<file path="src/hdl/rhpu_pkg.sv">
// Shared types, widths, register indexes and the CORDIC angle table
// for the ring hit test / polar texture pipeline. No dependencies.
`timescale 1ns / 1ps
`default_nettype none

package rhpu_pkg;

    localparam int COORD_BITS = 16;                  // Q8.8 point and center fields
    localparam int AXIS_BITS  = 16;                  // Q1.14 axis fields
    localparam int VEC_BITS   = 3 * COORD_BITS;      // packed x,y,z
    localparam int CFG_BITS   = 48;                  // widest register
    localparam int DIFF_W     = COORD_BITS + 1;      // point - center
    localparam int SQ_W       = 2 * COORD_BITS;      // one squared term
    localparam int D2_W       = SQ_W + 2;            // sum of three squares
    localparam int PROD_W     = DIFF_W + AXIS_BITS;  // one axis product
    localparam int PROJ_W     = PROD_W + 2;          // sum of three products
    localparam int RAD_W      = 16;
    localparam int ANG_W      = 16;

    // sqrt of d2 << 16: one root bit per stage
    localparam int SQRT_IN_W  = D2_W + 16;
    localparam int ROOT_W     = SQRT_IN_W / 2;
    localparam int REM_W      = ROOT_W + 2;

    localparam int CORDIC_STEPS = 20;
    localparam int CORD_W       = PROJ_W + 11;       // scaled by 256, plus growth
    localparam int TURN_W       = 32;

    // pipeline depths
    localparam int FRONT_LAT  = 3;
    localparam int SQRT_LAT   = ROOT_W;
    localparam int DIV_LAT    = RAD_W + 1;
    localparam int CORD_LAT   = CORDIC_STEPS + 1;
    localparam int TOTAL_LAT  = FRONT_LAT + SQRT_LAT + DIV_LAT;
    localparam int HIT_DLY    = TOTAL_LAT - FRONT_LAT;
    localparam int ANG_DLY    = TOTAL_LAT - FRONT_LAT - CORD_LAT;

    localparam int IDX_W = 3;
    localparam logic [IDX_W-1:0] REG_CENTER = 3'd0;
    localparam logic [IDX_W-1:0] REG_AXIS_U = 3'd1;
    localparam logic [IDX_W-1:0] REG_AXIS_V = 3'd2;
    localparam logic [IDX_W-1:0] REG_INNER  = 3'd3;
    localparam logic [IDX_W-1:0] REG_OUTER  = 3'd4;

    localparam logic [VEC_BITS-1:0]   CENTER_RST = 48'd0;
    localparam logic [VEC_BITS-1:0]   AXIS_U_RST = 48'd16384;
    localparam logic [VEC_BITS-1:0]   AXIS_V_RST = 48'd1073741824;
    localparam logic [COORD_BITS-1:0] INNER_RST  = 16'd256;
    localparam logic [COORD_BITS-1:0] OUTER_RST  = 16'd512;

    localparam logic [TURN_W-1:0] HALF_TURN = 32'h8000_0000;

    typedef struct packed {
        logic [VEC_BITS-1:0]   center;
        logic [VEC_BITS-1:0]   axis_u;
        logic [VEC_BITS-1:0]   axis_v;
        logic [COORD_BITS-1:0] inner;
        logic [COORD_BITS-1:0] outer;
    } rhpu_cfg_t;

    // atan(2^-i) in units of 2^-32 turn
    function automatic logic [TURN_W-1:0] turn_angle(input int i);
        logic [TURN_W-1:0] a;
        case (i)
            0:       a = 32'd536870912;
            1:       a = 32'd316933406;
            2:       a = 32'd167458907;
            3:       a = 32'd85004756;
            4:       a = 32'd42667331;
            5:       a = 32'd21354465;
            6:       a = 32'd10679838;
            7:       a = 32'd5340245;
            8:       a = 32'd2670163;
            9:       a = 32'd1335087;
            10:      a = 32'd667544;
            11:      a = 32'd333772;
            12:      a = 32'd166886;
            13:      a = 32'd83443;
            14:      a = 32'd41722;
            15:      a = 32'd20861;
            16:      a = 32'd10430;
            17:      a = 32'd5215;
            18:      a = 32'd2608;
            19:      a = 32'd1304;
            default: a = 32'd0;
        endcase
        return a;
    endfunction

endpackage

`default_nettype wire

</file>
<file path="src/hdl/rhpu_sqrt.sv">
// Pipelined digit-by-digit integer square root of d2 << 16,
// one root bit per stage. Depends on rhpu_pkg.
`timescale 1ns / 1ps
`default_nettype none

module rhpu_sqrt import rhpu_pkg::*; (
    input  wire logic                aclk,
    input  wire logic                en,
    input  wire logic [D2_W-1:0]     d2,
    output logic      [ROOT_W-1:0]   mag
);

    logic [REM_W-1:0]     rem_reg  [ROOT_W];
    logic [REM_W-1:0]     rem_next [ROOT_W];
    logic [ROOT_W-1:0]    root_reg [ROOT_W];
    logic [ROOT_W-1:0]    root_next[ROOT_W];
    logic [SQRT_IN_W-1:0] xb_reg   [ROOT_W];
    logic [SQRT_IN_W-1:0] xb_next  [ROOT_W];

    for (genvar j = 0; j < ROOT_W; j++) begin : g_stage
        always_comb begin
            logic [REM_W-1:0]     rem_in;
            logic [ROOT_W-1:0]    root_in;
            logic [SQRT_IN_W-1:0] xb_in;
            logic [REM_W+1:0]     cur;
            logic [REM_W+1:0]     trial;
            if (j == 0) begin
                rem_in  = '0;
                root_in = '0;
                xb_in   = {d2, 16'd0};
            end else begin
                rem_in  = rem_reg[j-1];
                root_in = root_reg[j-1];
                xb_in   = xb_reg[j-1];
            end
            cur   = {rem_in, xb_in[SQRT_IN_W-1 -: 2]};
            trial = (REM_W+2)'({root_in, 2'b01});
            if (cur >= trial) begin
                rem_next[j]  = REM_W'(cur - trial);
                root_next[j] = {root_in[ROOT_W-2:0], 1'b1};
            end else begin
                rem_next[j]  = cur[REM_W-1:0];
                root_next[j] = {root_in[ROOT_W-2:0], 1'b0};
            end
            xb_next[j] = {xb_in[SQRT_IN_W-3:0], 2'b00};
        end

        always_ff @(posedge aclk) begin
            if (en) begin
                rem_reg[j]  <= rem_next[j];
                root_reg[j] <= root_next[j];
                xb_reg[j]   <= xb_next[j];
            end
        end
    end

    assign mag = root_reg[ROOT_W-1];

endmodule

`default_nettype wire

</file>
<file path="config.mk">
export PLATFORM = sky130hd
export DESIGN_NAME = rhpu_sqrt
export DESIGN_NICKNAME = d
export VERILOG_FILES = /design/src/hdl/rhpu_pkg.sv /design/src/hdl/rhpu_sqrt.sv
export SDC_FILE = /design/constraint.sdc
export NUM_CORES = 2
export LEC_CHECK = 0
export BUFFER_PORTS_ARGS = -buffer_cell sky130_fd_sc_hd__buf_2
export CORE_ASPECT_RATIO = 0.9
export CORE_MARGIN = 5
export CORE_UTILIZATION = 60
export DETAILED_ROUTE_END_ITERATION = 10
export GPL_ROUTABILITY_DRIVEN = 0
export PLACE_DENSITY = 0.76
export SLEW_MARGIN = 0
export SYNTH_ARGS = -nofsm -noshare
export SYNTH_HDL_FRONTEND = slang
export SYNTH_SLANG_ARGS = --single-unit
</file>
<file path="constraint.sdc">
create_clock -name aclk -period 5.1 [get_ports aclk]
set_input_delay 0 -clock aclk [delete_from_list [all_inputs] [get_ports aclk]]
set_output_delay 0 -clock aclk [all_outputs]
set_load 0.01 [all_outputs]
</file>
Yosys cells after proc, flatten, opt, wreduce, memory -nomap -nowiden. Memories as Yosys holds them, arrays and structs flattened. Index checks and enable logic that the tools add are counted. W data, S select, Z words.

Logic and storage cells: 105. Output and inout bits: 25. Memories: 3. Memory bits (writable): 2500. Bits in registers: 0. Bits of input ports: 36.

Memory list: xb_reg (depth 25, bits a word 48, rd ports 24, clocked after memory_dff 0, write ports 25, line rhpu_sqrt.sv:17) `logic [SQRT_IN_W-1:0] xb_reg [ROOT_W];`; rem_reg (depth 25, bits a word 27, rd ports 24, clocked after memory_dff 0, write ports 25, line rhpu_sqrt.sv:13) `logic [REM_W-1:0] rem_reg [ROOT_W];`; root_reg (depth 25, bits a word 25, rd ports 25, clocked after memory_dff 0, write ports 25, line rhpu_sqrt.sv:15) `logic [ROOT_W-1:0] root_reg [ROOT_W];`.

$lt $le $gt $ge: 25. Add/sub/neg operators: 25. Muxes and demuxes: 52.

Operators with widths (count): $ge A29 B27 Y1 (24); $mux W27 (25); $sub A27 B27 Y27 (24); $mux W1 (27); $sub A2 B1 Y3 const B (1); $ge A2 B1 Y1 const B (1).

Logic depth before layout (Yosys ltp). An unclocked memory read counts as a cell.

Word-level depth: 3. Depth in mapped cells: 13. Gate-level depth less buffers: 12.

Worst setup path before layout. No wires, ideal clock.

Path kind: register -> register. From: memory rem_reg[1][164] (netlist name). To: memory rem_reg[1][195] (netlist name), data pin. Slack: 1952 ps. Stages on the path, launching flop included: 10. Clock period less this slack: 3148 ps. Data required time: 4840 ps. Arrival time: 2888 ps. Library setup time: 260 ps. Buffers on the path: 1. Cell sequence: edfxtp_1 > ha_1 > or3_1 > o22ai_1 > o21ai_1 > a2111oi_0 > nor4_1 > nor2_1 > buf_2 > mux2_2.

RTL lines (line): from (decl) (rhpu_sqrt.sv:13).

==> results.sh <==
export IMPL_slew_viol_final=0
export IMPL_worstSetupPathType="flip-flop to flip-flop"
export IMPL_cpMaxStageDelayCell="or4b_2"
export IMPL_drtIter0Drc=3168
export IMPL_fillers=7212
export IMPL_wl_per_cell_um=17.0
export IMPL_grt_util_all_layers_pct=20.6
export IMPL_grt_pass1_vias=37274
export IMPL_cts_tree="built"
export IMPL_arrival_ps=4410
export IMPL_worstPathMaxFanout=35
export IMPL_netlist_instances=5038
export IMPL_power_density_nw_per_um2=408
export IMPL_finalCriticalPeriod_ps=3960
export IMPL_syn_avg_cell_area_um2=12.1
export IMPL_synth_edf_count=1201
export IMPL_start_util_pct=60.6
export IMPL_grt_max_degree=168
export IMPL_relSlewSlack_pct=25.9
export IMPL_p_leak_nw=26.2
export IMPL_grt_pass1_wl_um=187000
export IMPL_cts_inserted_buffers=120
export IMPL_hpwlAfterDp_um=79700
export IMPL_die_w_um=346
export IMPL_pin_count=61
export IMPL_htreeDepth=3
export IMPL_wirelength_um=114000
export IMPL_cts_sinks=1201
export IMPL_overflow=0
export IMPL_rows=110
export IMPL_seq_area_frac_synth_pct=59.3
export IMPL_core_um2=100000
export IMPL_vdd_drop_max_v=0.000423
export IMPL_post_synth_top_area_fraction_pct=59.3
export IMPL_dp_cells=6379
export IMPL_cts_buffer_depth=3
export IMPL_p_total_mw=27.5
export IMPL_io_buffers=60
export IMPL_synth_area_um2=60800
export IMPL_synth_async_reset_ratio_pct=0
export IMPL_grt_setup_unrepaired="false"
export IMPL_end_kind="flip-flop"
export IMPL_ys_ff_latch=1201
export IMPL_worstPathCellList="ha_1 > o21ai_0 > o21ai_0 > or4b_2 > o2111ai_1 > nand3_1 > o31a_1 > buf_4 > clkinv_1 > buf_4 > mux2_2"
export IMPL_antenna_found_initial=0
export IMPL_dieArea_um2=108000
export IMPL_firstDrtPassIters=6
export IMPL_outcome="completed"
export IMPL_vias_per_cell=5.80
export IMPL_dp_slack_ps=1260
export IMPL_mostFrequentLayoutCells="1201 x edfxtp_1, 438 x inv_1, 337 x ha_1, 336 x nor2_1, 331 x nand2_1"
export IMPL_n_antenna_cell=0
export IMPL_worst_slack_ps=1140
export IMPL_yosysTopAreaCell="edfxtp_1"
export IMPL_drc=0
export IMPL_fin_area_um2=67400
export IMPL_area_delta_synth_final_pct=10.7
export IMPL_cts_resized=0
export IMPL_finalNetCount=5605
export IMPL_utilization_pct=67.1
export IMPL_worstPathRequired_ps=5550
export IMPL_cts_root_buf="clkbuf_16"
export IMPL_setup_tns_ps=0
export IMPL_synth_flop_cell="edfxtp_1"
export IMPL_worstMarginPinSlew_ps=1110
export IMPL_insertion_delay_ps=710
export IMPL_maxCapViolations=0
export IMPL_synth_warning_count=0
export IMPL_skew_ps=35.7
export IMPL_synthTopCellsByArea="edfxtp_1 59%, ha_1 6.9%, xnor2_1 3.7%"
export IMPL_largest_register_ffs=604
export IMPL_vias=38732
export IMPL_ys_types=92
export IMPL_layoutNonFillerInstCount=6673
export IMPL_die_h_um=312
export IMPL_layout_worst_path_cycle_share_pct=77.6
export IMPL_timing_fmax_mhz=253
export IMPL_clkTransAtPathRegs_ps=60
export IMPL_setup_viol=0
export IMPL_r2r_setup_slack_ps=1140
export IMPL_drive_gt1_share_pct=7.52
export IMPL_synth_net_count=5418
export IMPL_placed_area_um2=62800
export IMPL_hold_path_class="input pin to flip-flop"
export IMPL_slowest_delay_ps=690
export IMPL_worst_setup_path_start_kind="flip-flop"
export IMPL_final_common_cell="edfxtp_1"
export IMPL_antenna_left=0
export IMPL_finalHoldViolCount=0
export IMPL_whs_ps=142
## power by group
| part | internal [mW] | switching, mW |
|---|---|---|
| combinational | 2.49 | 3.12 |
| sequential | 12.5 | 0.860 |
| clock | 4.83 | 3.67 |
## routing by layer
metal  part of all wire [%]  global-route usage [%]
met1                     45                    29.5
met2                     47                    33.9
met3                    5.3                    2.93
met4                    2.3                    5.06
met5                      0                       0
## cell usage after synthesis (all sizes together), types with 10 or more instances
library cell	count
nand3b	18
nor4	76
or3	52
inv	439
nand3	97
nor2	337
a211oi	37
edfxtp	1201
nor2b	48
and3	28
clkbuf	83
o211ai	16
or2	37
nand2	331
o21ai	247
a21boi	16
nor3	151
a31oi	27
mux2	70
ha	337
o21a	67
nand4	53
or4	40
a211o	13
nor3b	10
xor2	216
a21o	119
a2111oi	10
o21bai	29
nor4b	10
and2	12
xnor2	257
o31ai	39
nand2b	61
a21oi	295
a311oi	10
buf	17
## final timing paths
kind / startpoint / endpoint / cells after the start
max: rem_reg[2][137]$_DFFE_PP_ / rem_reg[2][176]$_DFFE_PP_ / 11
max reg2reg: rem_reg[2][137]$_DFFE_PP_ / rem_reg[2][176]$_DFFE_PP_ / 11
min: d2[32] / rem_reg[0][0]$_DFFE_PP_ / 3
min reg2reg: xb_reg[0][86]$_DFFE_PP_ / xb_reg[0][136]$_DFFE_PP_ / 0
## critical path, delay by kind of cell, from the launching register on
family	cells	cell delay, ps
AO/OA/AOI/OAI	4	1050
AND/OR/NAND/NOR	2	930
buffers and inverters	3	560
flip-flops	1	400
multiplexers	1	390
adder cells (fa/ha/maj)	1	360
## kinds of logic after synthesis
kind of cell,count (synthesis),share of synthesized area (%)
simple gates,1399,11.6
buf+inv,541,3.40
fa+ha+maj,344,7.16
other cells,1,0.00616
xor+xnor,473,6.81
mux,78,1.43
compound gates,1001,10.3
flops,1201,59.3
## area by class of cell
class | instances | area (µm²) | share of cell area [%]
inverters | 441 | 1660 | 2.46
clock inverters | 87 | 767 | 1.14
flip-flops and latches | 1201 | 36100 | 53.5
well taps | 1344 | 1680 | 2.50
repair buffers | 165 | 1370 | 2.03
multi-input cells | 3296 | 22700 | 33.8
clock buffers | 139 | 3070 | 4.56
## repair_timing
item                                   CTS  global route
endpoints found under the hold margin  127             0
hold buffers                            68             0
setup buffers                            0             0
Power figures use the tool's default switching activity.
