## src/hdl/rhpu_pkg.sv

```systemverilog
// Shared types, widths, register indexes and the CORDIC angle table
// for the ring hit test / polar texture pipeline. No dependencies.
`timescale 1ns / 1ps
`default_nettype none

package rhpu_pkg;

    localparam int COORD_BITS = 16;                  // Q8.8 point and center fields
    localparam int AXIS_BITS  = 16;                  // Q1.14 axis fields
    localparam int VEC_BITS   = 3 * COORD_BITS;      // packed x,y,z
    localparam int CFG_BITS   = 48;                  // widest register
    localparam int DIFF_W     = COORD_BITS + 1;      // point - center
    localparam int SQ_W       = 2 * COORD_BITS;      // one squared term
    localparam int D2_W       = SQ_W + 2;            // sum of three squares
    localparam int PROD_W     = DIFF_W + AXIS_BITS;  // one axis product
    localparam int PROJ_W     = PROD_W + 2;          // sum of three products
    localparam int RAD_W      = 16;
    localparam int ANG_W      = 16;

    // sqrt of d2 << 16: one root bit per stage
    localparam int SQRT_IN_W  = D2_W + 16;
    localparam int ROOT_W     = SQRT_IN_W / 2;
    localparam int REM_W      = ROOT_W + 2;

    localparam int CORDIC_STEPS = 20;
    localparam int CORD_W       = PROJ_W + 11;       // scaled by 256, plus growth
    localparam int TURN_W       = 32;

    // pipeline depths
    localparam int FRONT_LAT  = 3;
    localparam int SQRT_LAT   = ROOT_W;
    localparam int DIV_LAT    = RAD_W + 1;
    localparam int CORD_LAT   = CORDIC_STEPS + 1;
    localparam int TOTAL_LAT  = FRONT_LAT + SQRT_LAT + DIV_LAT;
    localparam int HIT_DLY    = TOTAL_LAT - FRONT_LAT;
    localparam int ANG_DLY    = TOTAL_LAT - FRONT_LAT - CORD_LAT;

    localparam int IDX_W = 3;
    localparam logic [IDX_W-1:0] REG_CENTER = 3'd0;
    localparam logic [IDX_W-1:0] REG_AXIS_U = 3'd1;
    localparam logic [IDX_W-1:0] REG_AXIS_V = 3'd2;
    localparam logic [IDX_W-1:0] REG_INNER  = 3'd3;
    localparam logic [IDX_W-1:0] REG_OUTER  = 3'd4;

    localparam logic [VEC_BITS-1:0]   CENTER_RST = 48'd0;
    localparam logic [VEC_BITS-1:0]   AXIS_U_RST = 48'd16384;
    localparam logic [VEC_BITS-1:0]   AXIS_V_RST = 48'd1073741824;
    localparam logic [COORD_BITS-1:0] INNER_RST  = 16'd256;
    localparam logic [COORD_BITS-1:0] OUTER_RST  = 16'd512;

    localparam logic [TURN_W-1:0] HALF_TURN = 32'h8000_0000;

    typedef struct packed {
        logic [VEC_BITS-1:0]   center;
        logic [VEC_BITS-1:0]   axis_u;
        logic [VEC_BITS-1:0]   axis_v;
        logic [COORD_BITS-1:0] inner;
        logic [COORD_BITS-1:0] outer;
    } rhpu_cfg_t;

    // atan(2^-i) in units of 2^-32 turn
    function automatic logic [TURN_W-1:0] turn_angle(input int i);
        logic [TURN_W-1:0] a;
        case (i)
            0:       a = 32'd536870912;
            1:       a = 32'd316933406;
            2:       a = 32'd167458907;
            3:       a = 32'd85004756;
            4:       a = 32'd42667331;
            5:       a = 32'd21354465;
            6:       a = 32'd10679838;
            7:       a = 32'd5340245;
            8:       a = 32'd2670163;
            9:       a = 32'd1335087;
            10:      a = 32'd667544;
            11:      a = 32'd333772;
            12:      a = 32'd166886;
            13:      a = 32'd83443;
            14:      a = 32'd41722;
            15:      a = 32'd20861;
            16:      a = 32'd10430;
            17:      a = 32'd5215;
            18:      a = 32'd2608;
            19:      a = 32'd1304;
            default: a = 32'd0;
        endcase
        return a;
    endfunction

endpackage

`default_nettype wire

```

## src/hdl/rhpu_div.sv

```systemverilog
// Radial coordinate: offset from inner radius over ring width, restoring
// division one quotient bit per stage with saturation. Depends on rhpu_pkg.
`timescale 1ns / 1ps
`default_nettype none

module rhpu_div import rhpu_pkg::*; (
    input  wire logic                aclk,
    input  wire logic                en,
    input  wire logic [ROOT_W-1:0]   mag,
    input  wire rhpu_cfg_t           cfg,
    output logic      [RAD_W-1:0]    radial
);

    logic [COORD_BITS-1:0] width;
    logic zero_reg [DIV_LAT];
    logic sat_reg  [DIV_LAT];
    logic [COORD_BITS-1:0] r_reg  [DIV_LAT];
    logic [COORD_BITS-1:0] r_next [DIV_LAT];
    logic [RAD_W-1:0]      lo_reg [DIV_LAT];
    logic [RAD_W-1:0]      lo_next[DIV_LAT];
    logic [RAD_W-1:0]      q_reg  [DIV_LAT];
    logic [RAD_W-1:0]      q_next [DIV_LAT];
    logic zero_next, sat_next;

    assign width = cfg.outer - cfg.inner;

    // prep: numerator = mag - inner*256, quotient = num*256 / width
    always_comb begin
        logic [ROOT_W-1:0] rin_s, num;
        rin_s     = ROOT_W'({cfg.inner, 8'd0});
        num       = mag - rin_s;
        zero_next = !((cfg.outer > cfg.inner) && (mag > rin_s));
        sat_next  = num >= ROOT_W'({width, 8'd0});
        r_next[0]  = num[ROOT_W-2:8];
        lo_next[0] = {num[7:0], 8'd0};
        q_next[0]  = '0;
    end

    for (genvar k = 1; k < DIV_LAT; k++) begin : g_step
        always_comb begin
            logic [COORD_BITS:0] t;
            t = {r_reg[k-1], lo_reg[k-1][RAD_W-1]};
            if (t >= {1'b0, width}) begin
                r_next[k] = COORD_BITS'(t - {1'b0, width});
                q_next[k] = {q_reg[k-1][RAD_W-2:0], 1'b1};
            end else begin
                r_next[k] = t[COORD_BITS-1:0];
                q_next[k] = {q_reg[k-1][RAD_W-2:0], 1'b0};
            end
            lo_next[k] = {lo_reg[k-1][RAD_W-2:0], 1'b0};
        end
    end

    always_ff @(posedge aclk) begin
        if (en) begin
            zero_reg[0] <= zero_next;
            sat_reg[0]  <= sat_next;
            for (int k = 1; k < DIV_LAT; k++) begin
                zero_reg[k] <= zero_reg[k-1];
                sat_reg[k]  <= sat_reg[k-1];
            end
            r_reg  <= r_next;
            lo_reg <= lo_next;
            q_reg  <= q_next;
        end
    end

    assign radial = zero_reg[DIV_LAT-1] ? '0 :
                    sat_reg[DIV_LAT-1]  ? '1 : q_reg[DIV_LAT-1];

endmodule

`default_nettype wire

```

## config.mk

```make
export PLATFORM = sky130hd
export DESIGN_NAME = rhpu_div
export DESIGN_NICKNAME = d
export VERILOG_FILES = /design/src/hdl/rhpu_pkg.sv /design/src/hdl/rhpu_div.sv
export SDC_FILE = /design/constraint.sdc
export NUM_CORES = 1
export LEC_CHECK = 0
export BUFFER_PORTS_ARGS = -buffer_cell sky130_fd_sc_hd__buf_2
export CAP_MARGIN = 10
export CORE_MARGIN = 4
export CORE_UTILIZATION = 28
export DETAILED_ROUTE_END_ITERATION = 7
export GPL_ROUTABILITY_DRIVEN = 1
export HOLD_SLACK_MARGIN = 0.06
export PLACE_DENSITY = 0.45
export SETUP_SLACK_MARGIN = 0.3
export SLEW_MARGIN = 20
export SYNTH_ARGS = -nofsm -noshare
export SYNTH_HDL_FRONTEND = slang
export SYNTH_SLANG_ARGS = --single-unit
```

## constraint.sdc

```tcl
create_clock -name aclk -period 5.9 [get_ports aclk]
set_clock_uncertainty 0.05 [all_clocks]
set_input_delay 0.59 -clock aclk [delete_from_list [all_inputs] [get_ports aclk]]
set_output_delay 0.59 -clock aclk [all_outputs]
set_load 0.02 [all_outputs]
```

Yosys cells after proc, flatten, opt, wreduce, memory -nomap -nowiden
Memory sizes are Yosys's and may differ from the RTL's.
Index checks and enable logic that the tools add are counted.
{ "word_totals": {"ff_bits": 428, "mem_bits_rw": 34, "input_bits": 203, "output_inout_bits": 16, "elab_cells": 122, "mem_count": 2} }
{ "memory_table": {"columns": ["name", "depth", "width", "read_ports", "rd_clocked_by_memory_dff", "wr", "line", "rtl"], "rows": [
  ["sat_reg", 17, 1, 17, 0, 17, "rhpu_div.sv:16", "logic sat_reg [DIV_LAT];"],
  ["zero_reg", 17, 1, 17, 0, 17, "rhpu_div.sv:15", "logic zero_reg [DIV_LAT];"]
]} }
{ "op_classes": {"addsub": 17, "magnitude_cmp": 19, "mux": 35, "n_reduce_logical": 2} }
{ "op_table": {"columns": ["operator", "n"], "rows": [
  ["greater-or-equal comparator 17 x 16 -> 1 bit", 16],
  ["two-way mux 16 bit", 17],
  ["subtractor 16 bit", 16],
  ["greater-or-equal comparator 25 x 24 -> 1 bit", 1],
  ["> comparator 25 x 24 -> 1 bit", 1],
  ["subtractor 25 x 24 -> 25 bit", 1],
  ["two-way mux 1 bit", 18],
  ["> comparator 16 bit", 1],
  ["logical AND 1 bit", 1],
  ["logical NOT 1 bit", 1]
]} }

Depth between registers and ports, before layout
Gate-level depths: netlist of the first run.
{ "depth": {"word_depth": 3, "depth_mapped": 26, "ltp_nobuf": 25} }

Least setup slack after synthesis of the first run
Ideal clock, no wire load.
{ "synth_path": {"path_kind": "input to register", "start": "input port cfg[0] (netlist bit)", "end": "register, netlist name g_step[16].$2.t[13]", "setup_ns": 0.262, "arrival_time_ns": 5.950, "required_time_ns": 5.588, "path_slack_ns": -0.362, "stages": 24, "path_buffers": 1, "cell_sequence": "inv_1 -> ha_1 -> inv_1 -> fa_1 -> a21o_1 -> a21oi_1 -> o21ai_1 -> a2111oi_0 -> o31ai_1 -> a21oi_1 -> o21ai_0 -> a21o_1 -> a21oi_1 -> xor2_1 -> ha_1 -> nand3_1 -> nor4_1 -> and2_1 -> a2111oi_2 -> a211oi_1 -> o31ai_2 -> nand2_1 -> buf_2 -> mux2_1"} }
{ "synth_lines": {"columns": ["item", "line", "rtl"], "rows": [
  ["start, declared", "rhpu_div.sv:10", "input wire rhpu_cfg_t cfg,"]
]} }

==> results.yml, run 1 <==
synth:
  synth_top_family_by_area: "compound AO/OA/AOI/OAI gates"
  synth_cell_types: 98
  synthArstFlopShare_pct: 0
  yosysWarnings: 0
  synth_xor_xnor_area_share_pct: 6.739
  yosys-top-cells-area: "edfxtp_1 (46%), ha_1 (11%), xnor2_1 (4.4%)"
  synth_mux_area_share_pct: 2.228
  synth.largest_area_cell: "edfxtp_1"
  synthSimpleGateAreaFrac_pct: 11.79
  synth-edff-count: 462
  ys_seq_elements: 462
  synth.most_common_cell: "edfxtp_1"
  syn_inst: 2794
  syn-cell-area_sq_mm: 0.03015
  synthAdderAreaFrac_pct: 13.03
  synth-compound-area-share_pct: 17.16
  syn_avg_cell_area_sq_um: 10.79
  ys_top_cells_by_count: "edfxtp_1 (462), ha_1 (270), nor2_1 (251)"
  synth_top_area_share_pct: 46.01
  ys.flop_type: "edfxtp_1"
  syn_nets: 3284
  seq_area_frac_synth_pct: 46.01
power_and_ir_drop:
  vdd_drop_max_mv: 0.2037
  p_per_area_mw_per_mm2: 615.4
  seqPwrFrac_pct: 28.4
  p_total_mw: 21.79
  p_switching_mw: 8.563
  clock_power_share_pct: 16.9
  p_int_mw: 13.23
  swShare_pct: 39.29
  combPwrFrac_pct: 54.7
  p_leak_nw: 13.71
setup_path:
  setup.worst_path.end: "g_step[16].$2.t[4]$_DFFE_PP_"
  required_ps: 6250
  crit_cells: 26
  rr_endpoint: "g_step[5].$2.t[15]$_DFFE_PP_"
  arrival_ps: 5680
  critPathBufInv: 5
  path_delay_family: "compound AO/OA/AOI/OAI gates"
  crit_path_top_delay_cell: "a2111oi_4"
  path_max_fanout: 12
  ff2ff_setup_slack_ps: 2000
  cpPeakStageDelay_ps: 390
  crit_top_cell: "a21oi_1"
  crit_path_start: "cfg[0]"
  r2r-start: "g_step[4].$2.t[0]$_DFFE_PP_"
  worstSetupEndpointType: "flop"
  cp-start-kind: "input port"
  rr_worst_depth: 14
  crit_type: "input port to flop"
timing:
  fmax_mhz: 187.7
  max_slew_margin_pct: 43.23
  tightest_slew_ps: 851.5
  fin_crit_sh_pct: 90.31
  hold_slack_ps: 124.5
  min_period_ps: 5328
  rsz0062_at_grt: "true"
  hold_viol_final: 0
  drv_slew: 0
  finalSetupViolCount: 0
drt:
  drc: 0
  detail_route.iter0.violations: 1362
  vias_per_cell: 4.794
  dr_total_vias: 21330
  drt_wl_total_mm: 76.00
  ant_nets: 0
  drt_first_pass_iters: 5
  wl_per_cell_microns: 17.08
clock_tree:
  cts_tree: "built"
  numCtsBuffers: 58
  cts.clk_slew.worst_paths_ps: 60
  clk_path_buf_depth: 3
  clock-sinks: 462
  insertion_delay_ps: 650
  h-tree-depth: 2
  cts_root_buf: "clkbuf_16"
finish:
  largest_register_ffs: 264
  seqCellArea_sq_mm: 0.01387
  nNetsFinal: 3487
  multi_input_area_sq_mm: 0.01554
  fillCellCount: 10800
  n_antenna_cell: 0
  drive_above_1_share_pct: 14.35
  synthToLayoutAreaGrowth_pct: 17.45
  final_cells: 4449
place:
  place_congestion: 0.8037
  dpl.cell_count: 4334
  io_buffer_count: 74
  hpwl_mm: 55.59
grt:
  first_global_vias: 20940
  grt_pass1_wl_mm: 119.4
  overflow: 0
  grt_max_degree: 133
  grtUsageTotal_pct: 13.34
  antenna_found_initial: 1
hold_path:
  min_from: "mag[4]"
  min_path_type: "input port to flop"
die:
  dieArea_sq_mm: 0.1130
  start_util_pct: 28.17
  coreArea_sq_mm: 0.1071
  die_w_microns: 336.2
  num_rows: 120
  die_h_microns: 336.2
  io_pins: 219
outcome:
  status: "completed"
run:
  maxCapViolations: 0
==> layer usage <==
layer  share of wire [%]  track usage [%]  wire length (microns)
met1                  48            18.32                  36730
met2                  47            22.42                  35890
met3                 2.7            1.856                   2051
met4                 1.7            2.832                   1324
met5                   0                0                      0
==> what timing repair did <==
action / in CTS / in global routing
setup endpoints to repair: 0 / 39
buffers inserted: 0 / 1
hold endpoints to repair: 5 / 0
gates resized for setup: 0 / 7
hold buffers: 5 / 0
==> worst min path at each step <==
stage | to | slack, ps | cells after the start
floorplan | g_step[2].$2.t[0]$_DFFE_PP_ | 350 | 0
global placement | lo_next[204]$_DFFE_PP_ | 350 | 0
detailed placement | q_reg[103]$_DFFE_PP_ | 350 | 0
CTS | lo_next[253]$_DFFE_PP_ | 70 | 1
global route | lo_next[253]$_DFFE_PP_ | 70 | 1
finish | lo_next[253]$_DFFE_PP_ | 120 | 1
==> stage by stage <==
stage	utilization (%)	setup slack, ps	TNS (ps)	instance area (sq um)
2_1_floorplan	-	320.0	0	30220
3_3_place_gp	31.13	-92.97	-1582	33330
3_5_place_dp	31.13	-145.8	-3217	33330
4_1_cts	33.01	575.0	0	35340
5_1_grt	33.08	259.9	0	35420
6_report	33.08	571.6	0	35420
==> power by group through the flow <==
stage	clock [mW]	combinational [mW]	sequential [mW]
after CTS	3.85	11.9	6.23
after floorplan	0	9.06	5.88
after global placement	0	11.8	6.30
final	3.67	11.9	6.20
after detailed placement	0	11.9	6.29
after global routing	3.98	13.4	6.34
==> cell type report <==
type,count,area share (%)
Timing Repair Buffer,227,5.201
Inverter,116,1.237
Clock inverter,42,1.346
Tap cell,1403,4.957
Sequential cell,462,39.17
Clock buffer,67,4.194
Multi-Input combinational cell,2132,43.89
==> cells in the final DEF (no fill, tap or decap), types with 11 or more instances in the layout <==
| cell | n |
|---|---|
| xnor2_1 | 146 |
| fa_1 | 17 |
| maj3_1 | 12 |
| nand3_1 | 46 |
| nand4b_1 | 11 |
| or3_1 | 14 |
| a21o_1 | 77 |
| edfxtp_1 | 462 |
| clkinv_1 | 14 |
| nand4_1 | 30 |
| a21boi_0 | 15 |
| nor4_1 | 19 |
| nand2_1 | 200 |
| xor2_1 | 76 |
| mux2_2 | 46 |
| and3_1 | 23 |
| a211o_1 | 14 |
| inv_1 | 111 |
| nor3_1 | 66 |
| o21ai_1 | 25 |
| buf_2 | 73 |
| a21oi_1 | 215 |
| o21a_1 | 38 |
| nor2_1 | 251 |
| clkbuf_16 | 58 |
| o31ai_1 | 18 |
| o21bai_1 | 19 |
| nand2b_1 | 28 |
| buf_12 | 24 |
| buf_4 | 124 |
| a31oi_1 | 25 |
| ha_1 | 269 |
| o21ai_0 | 147 |
| a211oi_1 | 36 |
| nor2b_1 | 26 |
==> logic make-up (layout without fill, tap and decap cells) <==
| group | after synthesis | in the layout |
|---|---|---|
| xor+xnor | 232 | 232 |
| compound gates | 777 | 777 |
| fa+ha+maj | 307 | 307 |
| simple gates | 756 | 756 |
| mux | 60 | 60 |
| buf+inv | 200 | 452 |
| flops | 462 | 462 |
Note: power is estimated with default switching activity, not from simulation.
==> run 2, diff against run 1 <==
==> constraint.sdc (replaced) <==
create_clock -name aclk -period 5.9 [get_ports aclk]
set_clock_uncertainty 0.05 [all_clocks]
set_input_delay 1.18 -clock aclk [delete_from_list [all_inputs] [get_ports aclk]]
set_output_delay 1.18 -clock aclk [all_outputs]
set_load 0.02 [all_outputs]
==> results.yml, run 2 (synthesized netlist as in run 1, its figures left out) <==
drt:
  dr_total_vias: 22370
  drc: 0
  detail_route.iter0.violations: 1048
  drt_first_pass_iters: 5
  drt_wl_total_mm: 79.79
  vias_per_cell: 4.795
  wl_per_cell_microns: 17.10
  ant_nets: 0
power_and_ir_drop:
  combPwrFrac_pct: 56.7
  p_int_mw: 14.65
  clock_power_share_pct: 17.1
  p_total_mw: 23.78
  p_switching_mw: 9.127
  p_leak_nw: 14.91
  p_per_area_mw_per_mm2: 634.9
  vdd_drop_max_mv: 0.3046
  swShare_pct: 38.38
  seqPwrFrac_pct: 26.2
finish:
  n_antenna_cell: 0
  final_common_cell: "edfxtp_1"
  seqCellArea_sq_mm: 0.01387
  largest_register_ffs: 264
  drive_above_1_share_pct: 21.49
  layout_common_cells: "edfxtp_1 (462), buf_4 (339), ha_1 (265)"
  multi_input_area_sq_mm: 0.01575
  synthToLayoutAreaGrowth_pct: 24.22
  fillCellCount: 10690
  fin_area_sq_mm: 0.03745
  nNetsFinal: 3700
clock_tree:
  insertion_delay_ps: 680
  h-tree-depth: 2
  numCtsBuffers: 60
  cts.clk_slew.worst_paths_ps: 60
  cts_tree: "built"
  clock-sinks: 462
  clk_path_buf_depth: 3
  cts_root_buf: "clkbuf_16"
grt:
  grtUsageTotal_pct: 13.98
  grt_max_degree: 127
  antenna_found_initial: 0
  grt_pass1_wl_mm: 124.7
  first_global_vias: 22420
  overflow: 0
timing:
  tightest_slew_ps: 845.3
  min_period_ps: 5386
  fin_crit_sh_pct: 91.29
  final.setup.tns_ps: 0
  hold_viol_final: 0
  rsz0062_at_grt: "true"
  max_slew_margin_pct: 43.65
  drv_slew: 0
  fmax_mhz: 185.7
  finalSetupViolCount: 0
die:
  dieArea_sq_mm: 0.1130
  coreArea_sq_mm: 0.1071
  die_h_microns: 336.2
  num_rows: 120
  io_pins: 219
  die_w_microns: 336.2
  start_util_pct: 28.17
run:
  maxCapViolations: 0
setup_path:
  arrival_ps: 5740
  worstSetupEndpointType: "flop"
  cp-start-kind: "input port"
  required_ps: 6250
  crit_type: "input port to flop"
  path_max_fanout: 11
place:
  placed_cell_area_sq_mm: 0.03520
  hpwl_mm: 58.75
  io_buffer_count: 74
  place_congestion: 0.8030
hold_path:
  min_path_type: "flop to flop"
outcome:
  status: "completed"
[run 2: worst max-delay path, stage by stage]
cell and delay [ps]:
buf_2 140, inv_12 50, ha_4 130, inv_2 40, fa_2 340, a21o_1 170
a21oi_2 170, o21ai_2 100, a2111oi_4 340, buf_4 180, nor2_1 80, o311ai_2 340
inv_1 110, buf_4 210, buf_4 160, ha_1 330, nand3_1 140, nor2_1 50
o2bb2ai_1 140, a2111oi_2 410, o21bai_1 170, a21o_1 290, buf_12 180, buf_4 140
nor2_1 80, a21oi_1 60
[run 2: area by class of cell]
| cell class | instances | share of cell area [%] |
|---|---|---|
| clock inverters | 46 | 1.794 |
| flip-flops and latches | 462 | 37.04 |
| repair buffers | 438 | 9.146 |
| well taps | 1403 | 4.687 |
| clock buffers | 68 | 4.089 |
| multi-input cells | 2132 | 42.04 |
| inverters | 116 | 1.203 |
[run 2: path summary, 6_finish.rpt]
kind / start / end / slack (ps) / depth (start not counted)
worst max-delay path: cfg[0] / g_step[10].$2.t[3]$_DFFE_PP_ / 510 / 26
worst min register to register: q_reg[72]$_DFFE_PP_ / q_reg[57]$_DFFE_PP_ / 360 / 0
worst max register to register: g_step[10].$2.t[1]$_SDFFCE_PN0P_ / g_step[11].$2.t[7]$_DFFE_PP_ / 2050 / 12
worst min-delay path: q_reg[72]$_DFFE_PP_ / q_reg[57]$_DFFE_PP_ / 360 / 0
[run 2: power by group through the flow]
stage | Combinational [mW] | Clock, mW | Sequential, mW
after global routing | 15.1 | 4.36 | 6.37
final | 13.5 | 4.08 | 6.23
after detailed placement | 13.4 | 0 | 6.30
after global placement | 13.4 | 0 | 6.32
after floorplan | 9.28 | 0 | 5.90
after CTS | 13.5 | 4.23 | 6.25
[run 2: routing by layer]
metal,track usage [%],part of all wire [%]
met1,18.33,47
met2,23.75,47
met3,1.804,3.1
met4,4.846,3.1
met5,0,0
[run 2: metrics by stage]
stage	hold WS, ps	utilization, %	worst slack (ps)	instances
finish	356.4	34.99	514.0	4665
global route	359.8	34.99	292.4	4665
CTS	358.5	34.94	433.0	4663
detailed placement	354.5	32.88	-267.3	4549
global placement	351.1	32.88	-236.0	4549
floorplan	350.3	-	124.1	2794
[run 2: repair_timing]
item | in CTS | in global routing
resized for setup | 0 | 4
hold buffers | 0 | 0
endpoints found under the setup margin | 0 | 68
buffers inserted | 0 | 2
